**src/sv/assert_macros.svh**
```systemverilog
// assertion helpers used by jcp_engine
`ifndef ASSERT_MACROS_SVH
`define ASSERT_MACROS_SVH

// same-cycle implication, checked out of reset
`define JCP_ASSERT(label, clk, rst, ante, cons) \
   label: assert property (@(posedge clk) disable iff (rst) (ante) |-> (cons)) \
      else $error("assertion failed");

// next-cycle implication, checked out of reset
`define JCP_ASSERT_NEXT(label, clk, rst, ante, cons) \
   label: assert property (@(posedge clk) disable iff (rst) (ante) |=> (cons)) \
      else $error("assertion failed");

`endif

```
**src/sv/jcp_pkg.sv**
```systemverilog
`default_nettype none

package jcp_pkg;

   localparam int CMD_BITS   = 24;
   localparam int REPLY_BITS = 61;
   localparam int GROUP_BITS = 9;

   localparam logic [CMD_BITS-1:0] POLL_COMMAND = 24'h400300;

   localparam int BIT_TICKS_W = 10;
   localparam int LOW_TICKS_W = 10;
   localparam int FIRST_W     = 12;
   localparam int RESYNC_W    = 8;
   localparam int TICK_W      = 12;
   localparam int IDX_W       = 7;
   localparam int GRP_W       = 4;
   localparam int CSR_IDX_W   = 3;
   localparam int CSR_DATA_W  = 12;

   localparam logic [BIT_TICKS_W-1:0] BIT_TICKS_RST  = 10'd200;
   localparam logic [LOW_TICKS_W-1:0] ZERO_LOW_RST   = 10'd150;
   localparam logic [LOW_TICKS_W-1:0] ONE_LOW_RST    = 10'd50;
   localparam logic [FIRST_W-1:0]     FIRST_RST      = 12'd1240;
   localparam logic [RESYNC_W-1:0]    RESYNC_RST     = 8'd20;

   typedef enum logic [CSR_IDX_W-1:0] {
      CSR_BIT_TICKS    = 3'd0,
      CSR_ZERO_LOW     = 3'd1,
      CSR_ONE_LOW      = 3'd2,
      CSR_FIRST_SAMPLE = 3'd3,
      CSR_RESYNC       = 3'd4
   } csr_index_type;

   typedef enum logic [1:0] {
      PH_IDLE = 2'd0,
      PH_SEND = 2'd1,
      PH_RECV = 2'd2
   } phase_type;

   typedef struct packed {
      logic start_req;
      logic port_select;
      logic rumble;
      logic line_in_one;
      logic line_in_two;
   } req_type;

   typedef struct packed {
      logic                  drive_low_one;
      logic                  drive_low_two;
      logic                  busy_res;
      logic                  done_res;
      logic [REPLY_BITS-1:0] reply_word;
   } rsp_type;

   typedef struct packed {
      logic [BIT_TICKS_W-1:0] bit_ticks;
      logic [LOW_TICKS_W-1:0] zero_low_ticks;
      logic [LOW_TICKS_W-1:0] one_low_ticks;
      logic [FIRST_W-1:0]     first_sample_ticks;
      logic [RESYNC_W-1:0]    resync_ticks;
   } cfg_type;

endpackage

`default_nettype wire

```
**src/sv/joybus_controller_poller.sv**
```systemverilog
// channel  ports                                   word
// req      req_valid, req_stall, req_data          one line tick: start, port, rumble, levels
// rsp      rsp_valid, rsp_stall, rsp_data          drives, busy, done, reply word
// csr      csr_valid, csr_ready, csr_index, csr_data  timing register write
//
// one req word per cycle while req_stall is low; its rsp word is held in the output register
// the poll state advances once per accepted req word, all in one combinational step
// reset is synchronous; it restores the timing registers and returns the poller to idle
// req_stall rises only while an rsp word is held and rsp_stall is high
// csr_ready is always high; a write takes effect for the next req word
`default_nettype none

module joybus_controller_poller
   import jcp_pkg::*;
(
   input  wire                   clock,
   input  wire                   reset,
   input  wire                   req_valid,
   output logic                  req_stall,
   input  wire  req_type         req_data,
   output logic                  rsp_valid,
   input  wire                   rsp_stall,
   output rsp_type               rsp_data,
   input  wire                   csr_valid,
   output logic                  csr_ready,
   input  wire  [CSR_IDX_W-1:0]  csr_index,
   input  wire  [CSR_DATA_W-1:0] csr_data
);

   cfg_type cfg;
   rsp_type result;
   logic    in_accept;

   jcp_csr u_csr (
      .clock     (clock),
      .reset     (reset),
      .csr_valid (csr_valid),
      .csr_ready (csr_ready),
      .csr_index (csr_index),
      .csr_data  (csr_data),
      .cfg       (cfg)
   );

   jcp_engine u_engine (
      .clock     (clock),
      .reset     (reset),
      .in_accept (in_accept),
      .item      (req_data),
      .cfg       (cfg),
      .result    (result)
   );

   jcp_out_reg u_out_reg (
      .clock     (clock),
      .reset     (reset),
      .req_valid (req_valid),
      .req_stall (req_stall),
      .in_accept (in_accept),
      .result    (result),
      .rsp_valid (rsp_valid),
      .rsp_stall (rsp_stall),
      .rsp_data  (rsp_data)
   );

endmodule

`default_nettype wire

```
**src/sv/jcp_csr.sv**
```systemverilog
`default_nettype none

module jcp_csr
   import jcp_pkg::*;
(
   input  wire                   clock,
   input  wire                   reset,
   input  wire                   csr_valid,
   output logic                  csr_ready,
   input  wire  [CSR_IDX_W-1:0]  csr_index,
   input  wire  [CSR_DATA_W-1:0] csr_data,
   output cfg_type               cfg
);

   cfg_type cfg_ff, cfg_in;

   assign csr_ready = 1'b1;
   assign cfg       = cfg_ff;

   always_comb begin
      cfg_in = cfg_ff;
      if (csr_valid) begin
         case (csr_index_type'(csr_index))
            CSR_BIT_TICKS:    cfg_in.bit_ticks          = csr_data[BIT_TICKS_W-1:0];
            CSR_ZERO_LOW:     cfg_in.zero_low_ticks     = csr_data[LOW_TICKS_W-1:0];
            CSR_ONE_LOW:      cfg_in.one_low_ticks      = csr_data[LOW_TICKS_W-1:0];
            CSR_FIRST_SAMPLE: cfg_in.first_sample_ticks = csr_data[FIRST_W-1:0];
            CSR_RESYNC:       cfg_in.resync_ticks       = csr_data[RESYNC_W-1:0];
            default:          cfg_in = cfg_ff;
         endcase
      end
   end

   always_ff @(posedge clock) begin
      if (reset) begin
         cfg_ff.bit_ticks          <= BIT_TICKS_RST;
         cfg_ff.zero_low_ticks     <= ZERO_LOW_RST;
         cfg_ff.one_low_ticks      <= ONE_LOW_RST;
         cfg_ff.first_sample_ticks <= FIRST_RST;
         cfg_ff.resync_ticks       <= RESYNC_RST;
      end else begin
         cfg_ff <= cfg_in;
      end
   end

endmodule

`default_nettype wire

```
**src/sv/jcp_engine.sv**
```systemverilog
`default_nettype none
`include "assert_macros.svh"

module jcp_engine
   import jcp_pkg::*;
(
   input  wire           clock,
   input  wire           reset,
   input  wire           in_accept,
   input  wire req_type  item,
   input  wire cfg_type  cfg,
   output rsp_type       result
);

   phase_type              phase_ff, phase_in;
   logic                   port_ff, port_in;
   logic [CMD_BITS:0]      cmd_ff, cmd_in;
   logic [IDX_W-1:0]       bit_ff, bit_in;
   logic [TICK_W-1:0]      tick_ff, tick_in;
   logic [GRP_W-1:0]       grp_ff, grp_in;
   logic [REPLY_BITS-1:0]  reply_ff, reply_in;

   phase_type              phase_v;
   logic [CMD_BITS:0]      cmd_v;
   logic [IDX_W-1:0]       bit_v;
   logic [TICK_W-1:0]      tick_v;
   logic [GRP_W-1:0]       grp_v;
   logic [REPLY_BITS-1:0]  reply_v;
   logic [BIT_TICKS_W-1:0] period;
   logic [LOW_TICKS_W-1:0] low;
   logic [TICK_W-1:0]      tick_inc;
   logic [GRP_W-1:0]       grp_inc;
   logic                   level;
   logic                   drive;

   always_comb begin
      phase_v = phase_ff;
      port_in = port_ff;
      cmd_v   = cmd_ff;
      bit_v   = bit_ff;
      tick_v  = tick_ff;
      grp_v   = grp_ff;
      reply_v = reply_ff;
      period  = (cfg.bit_ticks == '0) ? BIT_TICKS_W'(1) : cfg.bit_ticks;
      low     = '0;
      tick_inc = '0;
      grp_inc  = '0;
      level    = 1'b0;
      drive    = 1'b0;
      result   = '0;

      // the start tick is already the first tick of the first command bit
      if (phase_ff == PH_IDLE && item.start_req) begin
         port_in = item.port_select;
         cmd_v   = {POLL_COMMAND[CMD_BITS-1:1], POLL_COMMAND[0] | item.rumble, 1'b1};
         bit_v   = '0;
         tick_v  = '0;
         grp_v   = '0;
         reply_v = '0;
         phase_v = PH_SEND;
      end

      phase_in = phase_v;
      cmd_in   = cmd_v;
      bit_in   = bit_v;
      tick_in  = tick_v;
      grp_in   = grp_v;
      reply_in = reply_v;

      case (phase_v)
         PH_SEND: begin
            result.busy_res = 1'b1;
            low      = cmd_v[CMD_BITS] ? cfg.one_low_ticks : cfg.zero_low_ticks;
            drive    = tick_v < TICK_W'(low);
            tick_inc = tick_v + TICK_W'(1);
            if (tick_inc >= TICK_W'(period)) begin
               tick_in = '0;
               cmd_in  = {cmd_v[CMD_BITS-1:0], 1'b0};
               if (bit_v == IDX_W'(CMD_BITS)) begin
                  // stop bit sent, load delay to first sample
                  bit_in   = '0;
                  tick_in  = (cfg.first_sample_ticks == '0) ? '0 :
                             TICK_W'(cfg.first_sample_ticks - FIRST_W'(1));
                  phase_in = PH_RECV;
               end else begin
                  bit_in = bit_v + IDX_W'(1);
               end
            end else begin
               tick_in = tick_inc;
            end
         end
         PH_RECV: begin
            result.busy_res = 1'b1;
            if (tick_v != '0) begin
               tick_in = tick_v - TICK_W'(1);
            end else begin
               level    = port_in ? item.line_in_two : item.line_in_one;
               reply_in = {reply_v[REPLY_BITS-2:0], level};
               if (bit_v == IDX_W'(REPLY_BITS - 1)) begin
                  result.done_res   = 1'b1;
                  result.reply_word = reply_in;
                  bit_in   = '0;
                  grp_in   = '0;
                  phase_in = PH_IDLE;
               end else begin
                  bit_in  = bit_v + IDX_W'(1);
                  tick_in = (cfg.bit_ticks == '0) ? '0 :
                            TICK_W'(cfg.bit_ticks - BIT_TICKS_W'(1));
                  grp_inc = grp_v + GRP_W'(1);
                  grp_in  = grp_inc;
                  if (grp_inc >= GRP_W'(GROUP_BITS)) begin
                     grp_in  = '0;
                     tick_in = tick_in + TICK_W'(cfg.resync_ticks);
                  end
               end
            end
         end
         default: begin
            phase_in = PH_IDLE;
         end
      endcase

      result.drive_low_one = drive & ~port_in;
      result.drive_low_two = drive & port_in;
   end

   always_ff @(posedge clock) begin
      if (reset) begin
         phase_ff <= PH_IDLE;
         port_ff  <= 1'b0;
         cmd_ff   <= '0;
         bit_ff   <= '0;
         tick_ff  <= '0;
         grp_ff   <= '0;
         reply_ff <= '0;
      end else if (in_accept) begin
         phase_ff <= phase_in;
         port_ff  <= port_in;
         cmd_ff   <= cmd_in;
         bit_ff   <= bit_in;
         tick_ff  <= tick_in;
         grp_ff   <= grp_in;
         reply_ff <= reply_in;
      end
   end

   `JCP_ASSERT_NEXT(a_done_to_idle, clock, reset, in_accept && result.done_res, phase_ff == PH_IDLE)
   `JCP_ASSERT(a_send_index, clock, reset, phase_ff == PH_SEND, bit_ff <= IDX_W'(CMD_BITS))
   `JCP_ASSERT(a_group_range, clock, reset, phase_ff == PH_RECV, grp_ff < GRP_W'(GROUP_BITS))

endmodule

`default_nettype wire

```
**src/sv/jcp_out_reg.sv**
```systemverilog
`default_nettype none

module jcp_out_reg
   import jcp_pkg::*;
(
   input  wire           clock,
   input  wire           reset,
   input  wire           req_valid,
   output logic          req_stall,
   output logic          in_accept,
   input  wire rsp_type  result,
   output logic          rsp_valid,
   input  wire           rsp_stall,
   output rsp_type       rsp_data
);

   logic    valid_ff, valid_in;
   rsp_type data_ff, data_in;

   // word moves on when the output slot is empty or being drained
   assign req_stall = valid_ff & rsp_stall;
   assign in_accept = req_valid & ~req_stall;
   assign rsp_valid = valid_ff;
   assign rsp_data  = data_ff;

   always_comb begin
      valid_in = valid_ff & rsp_stall;
      data_in  = data_ff;
      if (in_accept) begin
         valid_in = 1'b1;
         data_in  = result;
      end
   end

   always_ff @(posedge clock) begin
      if (reset) begin
         valid_ff <= 1'b0;
      end else begin
         valid_ff <= valid_in;
      end
   end

   always_ff @(posedge clock) begin
      data_ff <= data_in;
   end

endmodule

`default_nettype wire

```
**config.mk**
```make
export PLATFORM = sky130hd
export DESIGN_NAME = joybus_controller_poller
export DESIGN_NICKNAME = d
export VERILOG_FILES = /design/src/sv/jcp_pkg.sv /design/src/sv/joybus_controller_poller.sv /design/src/sv/jcp_csr.sv /design/src/sv/jcp_engine.sv /design/src/sv/jcp_out_reg.sv
export VERILOG_INCLUDE_DIRS = /design/src /design/src/sv
export SDC_FILE = /design/constraint.sdc
export NUM_CORES = 1
export LEC_CHECK = 0
export BUFFER_PORTS_ARGS = -buffer_cell sky130_fd_sc_hd__buf_2
export CAP_MARGIN = 20
export CORE_ASPECT_RATIO = 1.2
export CORE_MARGIN = 2
export CORE_UTILIZATION = 49
export CTS_CLUSTER_SIZE = 40
export DETAILED_ROUTE_END_ITERATION = 8
export PLACE_DENSITY_LB_ADDON = 0.2
export SETUP_SLACK_MARGIN = 0.1
export SLEW_MARGIN = 20
export SYNTH_ARGS = -nofsm -noshare
export SYNTH_HDL_FRONTEND = slang
export SYNTH_SLANG_ARGS = --single-unit
```
**constraint.sdc**
```tcl
create_clock -name clock -period 6.74 [get_ports clock]
set_input_delay 1.348 -clock clock [delete_from_list [all_inputs] [get_ports clock]]
set_output_delay 1.348 -clock clock [all_outputs]
set_load 0.02 [all_outputs]
```
# After elaboration in Yosys (flattened, before gate mapping)
# Index checks and enable logic that the tools add are counted.
totals:
  reg_bits: 228
  latch_bits: 0
  mem_bits_rw: 0
  romBits: 0
  inputBits: 25
  output_inout_bits: 68
  n_memories: 0
classes:
  n_addsub: 7
  n_mul: 0
  div_mod_pow: 0
  magnitude_cmp: 3
  eq_ne: 8
  n_shift: 0
  n_mux: 40
  n_bitwise: 8
  n_reduce_logical: 14
ops:
  columns: ["op", "n"]
  rows:
  - ["two-way mux 61 bit", 3]
  - ["two-way mux 12 bit", 8]
  - ["two-way mux 25 bit", 3]
  - ["two-way mux 62 bit", 1]
  - ["two-way mux 7 bit", 5]
  - ["one-hot mux 12 bit (2 select lines)", 1]
  - ["subtractor 12 x 1 -> 12 bit, second input constant", 2]
  - ["two-way mux 10 bit", 2]
  - ["two-way mux 4 bit", 5]
  - ["one-hot mux 7 bit (2 select lines)", 1]
  - ["adder 12 x 1 -> 12 bit, second input constant", 1]
  - ["adder 12 x 8 -> 12 bit", 1]
  - ["greater-or-equal comparator 12 x 10 -> 1 bit", 1]
  - ["logical NOT 12 bit", 1]
  - ["< comparator 12 x 10 -> 1 bit", 1]
  - ["nonzero test 12 bit", 1]
  - ["subtractor 10 x 1 -> 11 bit, second input constant", 1]
  - ["logical NOT 10 bit", 1]
  - ["two-way mux 2 bit", 5]
  - ["AND reduction 2 bit", 5]
  - ["adder 7 x 1 -> 7 bit, second input constant", 1]
  - ["== test 7 x 5 -> 1 bit, second input constant", 1]
  - ["== test 7 x 6 -> 1 bit, second input constant", 1]
  - ["== test 3 x 2 -> 1 bit, second input constant", 2]
  - ["other kinds (15)", 26]

# Longest topological paths before layout
# Gate-level depths: netlist (run 1).
logic_depth:
  ltp_word: 9
  ltp_mapped: 18
  ltp_nobuf: 15

# Hierarchy
# Synthesis (run 1) repeated with hierarchy kept, for this count alone.
hier_totals:
  cells_unflattened: 1237
  area_unflattened_um2: 11432.2
by_module_without_submodules:
  columns: ["mod", "instances", "cells_each", "area_each_um2"]
  rows:
  - ["jcp_engine", 1, 975, 7413.4]
  - ["jcp_csr", 1, 192, 2020.7]
  - ["jcp_out_reg", 1, 70, 1998.2]

# Worst setup path after synthesis (run 1)
# Ideal clock, no wire load.
synth_timing:
  path_type: "input to register"
  startpoint: "input port req_data[4] (netlist name)"
  endpoint: "register u_engine.tick_ff[6]"
  arrival_ps: 4878
  t_required_ps: 6607
  setup_slack_ps: 1729
  stages: 17
  path_buffers: 3
  path_cell_list: "or3b_1 buf_2 clkbuf_1 and2_1 ha_1 nand3_1 xnor2_1 and2_1 ha_1 a21o_1 a21oi_1 o21ai_0 a221oi_2 clkbuf_1 nand2_1 a31oi_1 o221ai_1"
synth_via:
  elab_chain_cells: 8
synth_rtl:
  columns: ["element", "line", "rtl"]
  rows:
  - ["start: declaration", "joybus_controller_poller.sv:20", "input wire req_type req_data,"]
  - ["logical AND 1 bit *", "jcp_engine.sv:53", "if (phase_ff == PH_IDLE && item.start_req) begin"]
  - ["parallel branches: the longest is 6 deep, another holds adder 12 x 1 -> 12 bit", null, null]
  - ["one-hot mux 12 bit (2 select lines) *", "jcp_engine.sv:70", "case (phase_v)"]
  - ["end signal: assignment", "jcp_engine.sv:141", "tick_ff <= tick_in;"]
  - ["end: declaration", "jcp_engine.sv:19", "logic [TICK_W-1:0] tick_ff, tick_in;"]
# Every way passes the cells marked *.
# A chain may end at the register's enable or synchronous reset.

# Worst setup path in the final report (run 1)
layout_timing:
  startpoint: "input port req_data[4] (netlist name)"
  endpoint: "register u_engine.cmd_ff[13]"
layout_via:
  elab_chain_cells: 6
layout_rtl:
  columns: ["element", "line", "rtl"]
  rows:
  - ["logical AND 1 bit *", "jcp_engine.sv:53", null]
  - ["two-way mux 12 bit", "jcp_engine.sv:53", null]
  - ["adder 12 x 1 -> 12 bit", "jcp_engine.sv:75", "tick_inc = tick_v + TICK_W'(1);"]
  - ["greater-or-equal comparator 12 x 10 -> 1 bit", "jcp_engine.sv:76", "if (tick_inc >= TICK_W'(period)) begin"]
  - ["two-way mux 25 bit", "jcp_engine.sv:76", null]
  - ["two-way mux 25 bit *", "jcp_engine.sv:70", null]
  - ["end signal: assignment", "jcp_engine.sv:139", "cmd_ff <= cmd_in;"]
  - ["end: declaration", "jcp_engine.sv:17", "logic [CMD_BITS:0] cmd_ff, cmd_in;"]
# Mark *: on every way between the ends. The rest lies on a longest branch, timed or not.

==> results of run 1 <==
final timing paths:
kind                        startpoint                   to  depth (start not counted)
setup / recovery           req_data[4]  u_engine.cmd_ff[13]                         17
hold / removal           u_csr.cfg[22]        u_csr.cfg[22]                          2
setup reg to reg  u_engine.phase_ff[0]  u_engine.cmd_ff[13]                         16
hold reg to reg          u_csr.cfg[22]        u_csr.cfg[22]                          2
power by group:
| part | total, mW | switching, mW | internal [mW] |
|---|---|---|---|
| Combinational | 0.244 | 0.171 | 0.0735 |
| Clock | 1.20 | 0.519 | 0.677 |
| Sequential | 1.45 | 0.0189 | 1.44 |
registers in the layout, summed over array words and instances (netlist names):
register             cells
u_csr.cfg               50
u_engine.bit_ff          7
u_engine.cmd_ff         25
u_engine.grp_ff          4
u_engine.phase_ff        2
u_engine.port_ff         1
u_engine.reply_ff       60
u_engine.tick_ff        12
u_out_reg.rsp_data      65
u_out_reg.rsp_valid      1
tightest hold or removal path, cell delays in order, from the launching register on:
cell	delay [ps]
sky130_fd_sc_hd__dfxtp_1	310
sky130_fd_sc_hd__nand2_1	50
sky130_fd_sc_hd__a21oi_1	50
layout make-up:
cell class	instances	area (µm²)	area share, %
Multi-Input combinational cell	886	5520	44.4
Clock inverter	9	65.1	0.524
Sequential cell	227	5190	41.9
Clock buffer	32	619	4.99
Timing Repair Buffer	100	526	4.23
Tap cell	279	349	2.81
Inverter	37	140	1.13
per-stage QoR:
step	cells	worst slack [ps]	hold slack, ps
after CTS	1570	1860	455
after floorplan	1225	1730	432
after detailed placement	1529	1340	446
after global routing	1570	1430	476
after global placement	1529	1450	441
final	1570	1800	454
cells in the final DEF (no fill, tap or decap), types with 5 or more instances in the layout:
cell,count
sky130_fd_sc_hd__a211o_1,9
sky130_fd_sc_hd__a211oi_1,8
sky130_fd_sc_hd__a21oi_1,78
sky130_fd_sc_hd__a22oi_1,80
sky130_fd_sc_hd__a311oi_1,5
sky130_fd_sc_hd__a31oi_1,11
sky130_fd_sc_hd__a32oi_1,6
sky130_fd_sc_hd__and2_1,75
sky130_fd_sc_hd__and3_1,13
sky130_fd_sc_hd__buf_2,90
sky130_fd_sc_hd__buf_4,10
sky130_fd_sc_hd__clkbuf_1,8
sky130_fd_sc_hd__clkbuf_16,23
sky130_fd_sc_hd__clkinv_2,5
sky130_fd_sc_hd__dfxtp_1,162
sky130_fd_sc_hd__edfxtp_1,65
sky130_fd_sc_hd__ha_1,38
sky130_fd_sc_hd__inv_1,36
sky130_fd_sc_hd__mux2i_1,26
sky130_fd_sc_hd__nand2_1,131
sky130_fd_sc_hd__nand2b_1,6
sky130_fd_sc_hd__nand3_1,25
sky130_fd_sc_hd__nand3b_1,11
sky130_fd_sc_hd__nand4_1,8
sky130_fd_sc_hd__nor2_1,153
sky130_fd_sc_hd__nor2b_1,9
sky130_fd_sc_hd__nor3_1,19
sky130_fd_sc_hd__nor4_1,5
sky130_fd_sc_hd__o21ai_0,40
sky130_fd_sc_hd__o31ai_1,6
sky130_fd_sc_hd__xnor2_1,22
sky130_fd_sc_hd__xor2_1,12
logic make-up (layout without fill, tap and decap cells):
| logic type | Yosys count | count (layout) | synth area share (%) |
|---|---|---|---|
| flops | 227 | 227 | 46.7 |
| buf+inv | 112 | 178 | 4.09 |
| simple gates | 486 | 486 | 21.1 |
| mux | 29 | 29 | 2.64 |
| xor+xnor | 34 | 34 | 2.67 |
| compound gates | 295 | 295 | 18.1 |
| fa+ha+maj | 41 | 41 | 4.63 |
| other cells | 1 | 1 | 0.0337 |
per-layer routing:
| metal | up-vias | GRT usage, % | wire length, µm |
|---|---|---|---|
| li1 | 4477 | - | - |
| met1 | 4285 | 29.1 | 11700 |
| met2 | 310 | 38.3 | 13000 |
| met3 | 78 | 2.74 | 1490 |
| met4 | 0 | 8.87 | 1090 |
| met5 | - | 0 | 0 |
==> metrics.txt, run 1 <==
type of the worst min-delay path=reg2reg; total overflow reported by the global router=0; cell with the most instances after synthesis=sky130_fd_sc_hd__dfxtp_1; flip-flop cell with the highest count after synthesis=sky130_fd_sc_hd__dfxtp_1; hold buffer count at cts=0; pin count of the biggest net entering global routing=93; post-DP HPWL=19.0 mm; worst setup skew after layout=12.9 ps; drt total wl=27.3 mm; ratio of total power to cell area=233 nW/µm²; PortBufs=91; height of the chip=169 µm; average wire per cell in the routed design=17.4 µm; biggest cell delay along the critical path=710 ps; synthesized area=11100 µm²; data arrival time of the worst path=5300 ps; CORE AREA=22400 µm²; capturing element type of the critical path=flip-flop; Data required, critical path=7100 ps; flop-to-flop setup slack=2160 ps; number of flops mapped to enable cells by yosys=65; Antenna Diode Count=0; CP cell instances=buf_2, or3b_1, and2_1, ha_1, nand3_1, nor2_1, xnor2_1, nor2_1, ha_1, a211o_1, a21oi_1, o21ai_0, a221oi_2, buf_4, a211oi_4, a22oi_1, nor2_1; weighted congestion at the end of routability-driven global placement=0.891; Final Hold Vio Count=0; #FFs+latches synth=227; clock-pin transition on the worst setup and hold timing paths=60 ps; Power, Total=2.89 mW; most common cell type on the critical path=sky130_fd_sc_hd__nor2_1; final critical-path share of the clock period=73.2%; buffers plus inverters on the worst setup path=2; register area share after synthesis=46.7%; clock root buffer master=sky130_fd_sc_hd__clkbuf_16; remaining routing DRC violations=0; Final min period=4940 ps; clock latency on the worst-skew pair=510 ps; initial standard-cell utilization of the core=49.8%; number of placement rows=60; critical path peak fanout=18; post-CTS setup buffer count=0; maximum level of the CTS H-tree=1; critical path class=in2reg; clock sink total=227; via count=9150; setup_tns=0 ps; commonest cells in the synthesized netlist=sky130_fd_sc_hd__dfxtp_1, sky130_fd_sc_hd__nor2_1, sky130_fd_sc_hd__nand2_1; setup repair after global routing missed its margin=false; number of buffers created by CTS=23; CTS tree=done; Netlist cell types=83; final design instance area without fill=12400 µm²; Detailed Route Iter0 Violations=617; result of the run=finished, final reports clean; Final Setup Violations=0; critical path launch point type=input port; die area=24000 µm²; Fmax achieved=203 MHz; worst voltage drop across the vdd grid=190 µV; Slew @ Worst Pin=978 ps; max-slew violations=0; Clock Tree Buf Depth=3; net count after synthesis=1289; number of synthesis warnings=0; Pleak=4.79 nW; antenna violations before repair=0; post-detailed-placement cell area=11700 µm²; post-route core utilization=55.5%; synthesized area divided by synthesized cell count=9.09 µm²; library cell contributing the largest single delay on the critical path=sky130_fd_sc_hd__a221oi_2; via count of the first global-routing pass=8334; most area-consuming cells after synthesis=sky130_fd_sc_hd__dfxtp_1, sky130_fd_sc_hd__edfxtp_1, sky130_fd_sc_hd__a22oi_1; fill cell total of the finished layout=2068; cells after synthesis=1225; Vias per Instance=5.83; library cell occupying the most area in the post-synthesis netlist=sky130_fd_sc_hd__dfxtp_1; proportion of netlist area held by the largest area contributor=29.1%; Detailed Routing Iterations Pass 1=5; All-Layer GR Usage=22.5%; number of max-cap violations=0; worst slew margin relative to its limit=34.8%; net count of the finished layout=1339; Syn-to-layout area delta=11.4%; I/O pin total=93; share of synthesized registers carrying an async set or reset=0%; floorplan die width=142 µm; fraction of final layout cells with drive strength greater than 1=12.0%; global-route wire length before repair=43.8 mm; cell family contributing the most delay on the critical path=compound AO/OA/AOI/OAI gates; antenna violation net count after detailed routing=0; cts repair resizes=0
Note: power is estimated with default switching activity, not from simulation.
==> run 2: changes to the inputs <==
Settings changed: ABC_AREA set to 1.
Clock period 6.74 ns to 4.4 ns, I/O delays scaled along.
==> run 2 against run 1 <==
Largest power group unchanged. Non-clock buffer count grew 17. Highest routed layer unchanged. Largest cell class unchanged. Total power up 78%. Critical path type unchanged. Die area rose by 11%. Clock power up 76%. Via count is 25% higher. Sequential power increased by 56%. Area after synthesis grew 12%.
==> metrics.txt, run 2 <==
final hold slack=462 ps; drt total wl=32.6 mm; flop-to-flop setup slack=890 ps; highest-count cells in the layout ignoring fill and taps=sky130_fd_sc_hd__nand2_1, sky130_fd_sc_hd__nor2_1, sky130_fd_sc_hd__a21oi_1, sky130_fd_sc_hd__dfxtp_1, sky130_fd_sc_hd__inv_1; final critical-path share of the clock period=80.1%; number of flip-flops in the largest register=65; clock sink total=227; biggest cell delay along the critical path=330 ps; cells after synthesis=1711; setup_tns=0 ps; antenna violation net count after detailed routing=0; worst voltage drop across the vdd grid=288 µV; number of synthesis warnings=0; synthesized area=12400 µm²; Fmax achieved=284 MHz; Slew @ Worst Pin=802 ps; library cell occupying the most area in the post-synthesis netlist=sky130_fd_sc_hd__dfxtp_1; cell family contributing the most delay on the critical path=simple AND/OR/NAND/NOR gates; worst r2r dst=u_engine.tick_ff[7]; startpoint of the worst-slack reg-to-reg timing path=u_csr.cfg[40]; Detailed Route Iter0 Violations=774; Vias per Instance=5.45; net count after synthesis=1775; Detailed Routing Iterations Pass 1=7; I/O pin total=93; Netlist cell types=49; number of flops mapped to enable cells by yosys=65; clock root buffer master=sky130_fd_sc_hd__clkbuf_16; initial standard-cell utilization of the core=50.1%; antenna violations before repair=0; most common cell type on the critical path=sky130_fd_sc_hd__nand2_1; cell with the most instances after synthesis=sky130_fd_sc_hd__nand2_1; met2 capacity usage during global routing=43.1%; All-Layer GR Usage=24.2%; post-route core utilization=56.0%; #FFs+latches synth=227; most used routing layer in global routing=met2; average wire per cell in the routed design=15.5 µm; height of the chip=178 µm; Cells on Worst Hold Path=2; critical path launch point type=input port; via count of the first global-routing pass=10561; critical path peak fanout=27; net count of the finished layout=1822; total overflow reported by the global router=0; pin count of the biggest net entering global routing=150; commonest cells in the synthesized netlist=sky130_fd_sc_hd__nand2_1, sky130_fd_sc_hd__nor2_1, sky130_fd_sc_hd__a21oi_1; CORE AREA=24800 µm²; buffers plus inverters on the worst setup path=4; most area-consuming cells after synthesis=sky130_fd_sc_hd__dfxtp_1, sky130_fd_sc_hd__edfxtp_1, sky130_fd_sc_hd__nand2_1; CTS tree=done; weighted congestion at the end of routability-driven global placement=0.914; PortBufs=91; library cell contributing the largest single delay on the critical path=sky130_fd_sc_hd__ha_1; max-slew violations=0; type of the worst min-delay path=reg2reg; proportion of netlist area held by the largest area contributor=26.1%; Data required, critical path=4810 ps; clock-pin transition on the worst setup and hold timing paths=60 ps; flip-flop cell with the highest count after synthesis=sky130_fd_sc_hd__dfxtp_1; remaining routing DRC violations=0; most common cell after layout, fill and taps aside=sky130_fd_sc_hd__nand2_1; worst setup skew after layout=10.1 ps; number of buffers created by CTS=24; result of the run=finished, final reports clean; Antenna Diode Count=0; die area=26700 µm²; register area share after synthesis=41.8%; worst slew margin relative to its limit=46.5%; hold-critical path endpoint=u_csr.cfg[31]; met3 usage in global routing=2.48%; logic depth of the worst path, buffers included=21; CP cell instances=buf_2, nand3_4, inv_6, nor2_8, nand2_1, nor2_4, nand2_2, xor2_1, inv_1, ha_1, nand2_1, nor2_1, a211oi_1, o21ai_0, nand2_1, nand2_4, buf_4, nand3_1, nand3_1, a21oi_1, nor2_1; worst hold start=u_csr.cfg[31]; capturing element type of the critical path=flip-flop; share of synthesized registers carrying an async set or reset=0%; ratio of total power to cell area=370 nW/µm²; fill cell total of the finished layout=2457; data arrival time of the worst path=3940 ps; Pleak=6.03 nW; Power, Total=5.14 mW; clock latency on the worst-skew pair=520 ps; floorplan die width=149 µm; synthesized area divided by synthesized cell count=7.26 µm²; post-DP HPWL=21.9 mm; via count=11448; Clock Tree Buf Depth=3; Final Hold Vio Count=0; hold buffer count at cts=0; setup repair after global routing missed its margin=false; Register-to-Register Path Depth=23; global-route wire length before repair=52.8 mm; M1 GR Usage=30.9%; Final Setup Violations=0; fraction of final layout cells with drive strength greater than 1=11.2%; cts repair resizes=0; number of max-cap violations=0; maximum level of the CTS H-tree=1; critical path class=in2reg; Final min period=3530 ps; number of placement rows=63; post-CTS setup buffer count=0; Syn-to-layout area delta=11.9%
==> run 2: cell families after synthesis <==
logic type	count (synthesis)	share of synthesized area [%]
and+or+nand+nor	791	27.1
AOI/OAI and AO/OA	374	16.5
buffers and inverters	245	8.06
DFF	227	41.8
adders and majority gates	39	3.99
xor gates and xnor gates	23	1.62
muxes	11	0.886
other	1	0.0302
==> run 2: how the worst max path moves through the flow <==
stage,end,slack (ps),startpoint
finish,u_engine.tick_ff[10],870,req_data[4]
global placement,u_engine.reply_ff[45],420,req_data[4]
global route,u_engine.tick_ff[10],590,req_data[4]
CTS,u_engine.tick_ff[7],910,u_csr.cfg[40]
floorplan,u_out_reg.rsp_data[0],440,rsp_stall
detailed placement,u_engine.tick_ff[10],410,req_data[4]
==> run 2: per-stage QoR <==
step           std cells  setup slack [ps]  area [µm²]
2_1_floorplan       1711               438       12400
3_3_place_gp        2057               422       13100
3_5_place_dp        2057               407       13100
4_1_cts             2100               910       13900
5_1_grt             2100               595       13900
6_report            2100               874       13900
==> run 2: power by group <==
group / switching [mW] / internal, mW / leakage, nW
clock network: 0.861 / 1.25 / 0.401
registers: 0.0374 / 2.23 / 1.97
logic: 0.542 / 0.223 / 3.65
==> run 2: area by class of cell <==
type | instances | area, µm² | area share (%)
inverters | 149 | 568 | 4.09
flip-flops and latches | 227 | 5190 | 37.4
multi-input cells | 1239 | 6240 | 44.9
well taps | 325 | 407 | 2.92
repair buffers | 117 | 678 | 4.88
clock buffers | 31 | 668 | 4.81
clock inverters | 12 | 146 | 1.05
==> run 2: metal layers <==
layer | vias to the layer above | routed length (µm)
met4 | 0 | 918
met2 | 283 | 15900
met3 | 59 | 1360
met5 | - | 0
li1 | 5821 | -
met1 | 5285 | 14400
==> run 2: worst register-to-register path, stage by stage (launching register included) <==
cell and delay (ps):
sky130_fd_sc_hd__dfxtp_1 330, sky130_fd_sc_hd__inv_1 90, sky130_fd_sc_hd__ha_1 230, sky130_fd_sc_hd__inv_1 50, sky130_fd_sc_hd__nor2_1 40, sky130_fd_sc_hd__nand2_1 260
sky130_fd_sc_hd__inv_1 170, sky130_fd_sc_hd__nor2_1 160, sky130_fd_sc_hd__inv_1 90, sky130_fd_sc_hd__ha_1 270, sky130_fd_sc_hd__inv_1 30, sky130_fd_sc_hd__a21boi_0 140
sky130_fd_sc_hd__o21ai_0 90, sky130_fd_sc_hd__nand2_1 60, sky130_fd_sc_hd__a21oi_1 90, sky130_fd_sc_hd__o21ai_0 160, sky130_fd_sc_hd__nand2_1 220, sky130_fd_sc_hd__nand2_4 200
sky130_fd_sc_hd__buf_4 320, sky130_fd_sc_hd__nand2_1 90, sky130_fd_sc_hd__nand3_1 80, sky130_fd_sc_hd__nand2_1 60, sky130_fd_sc_hd__nor2_1 130, sky130_fd_sc_hd__nor2_1 40
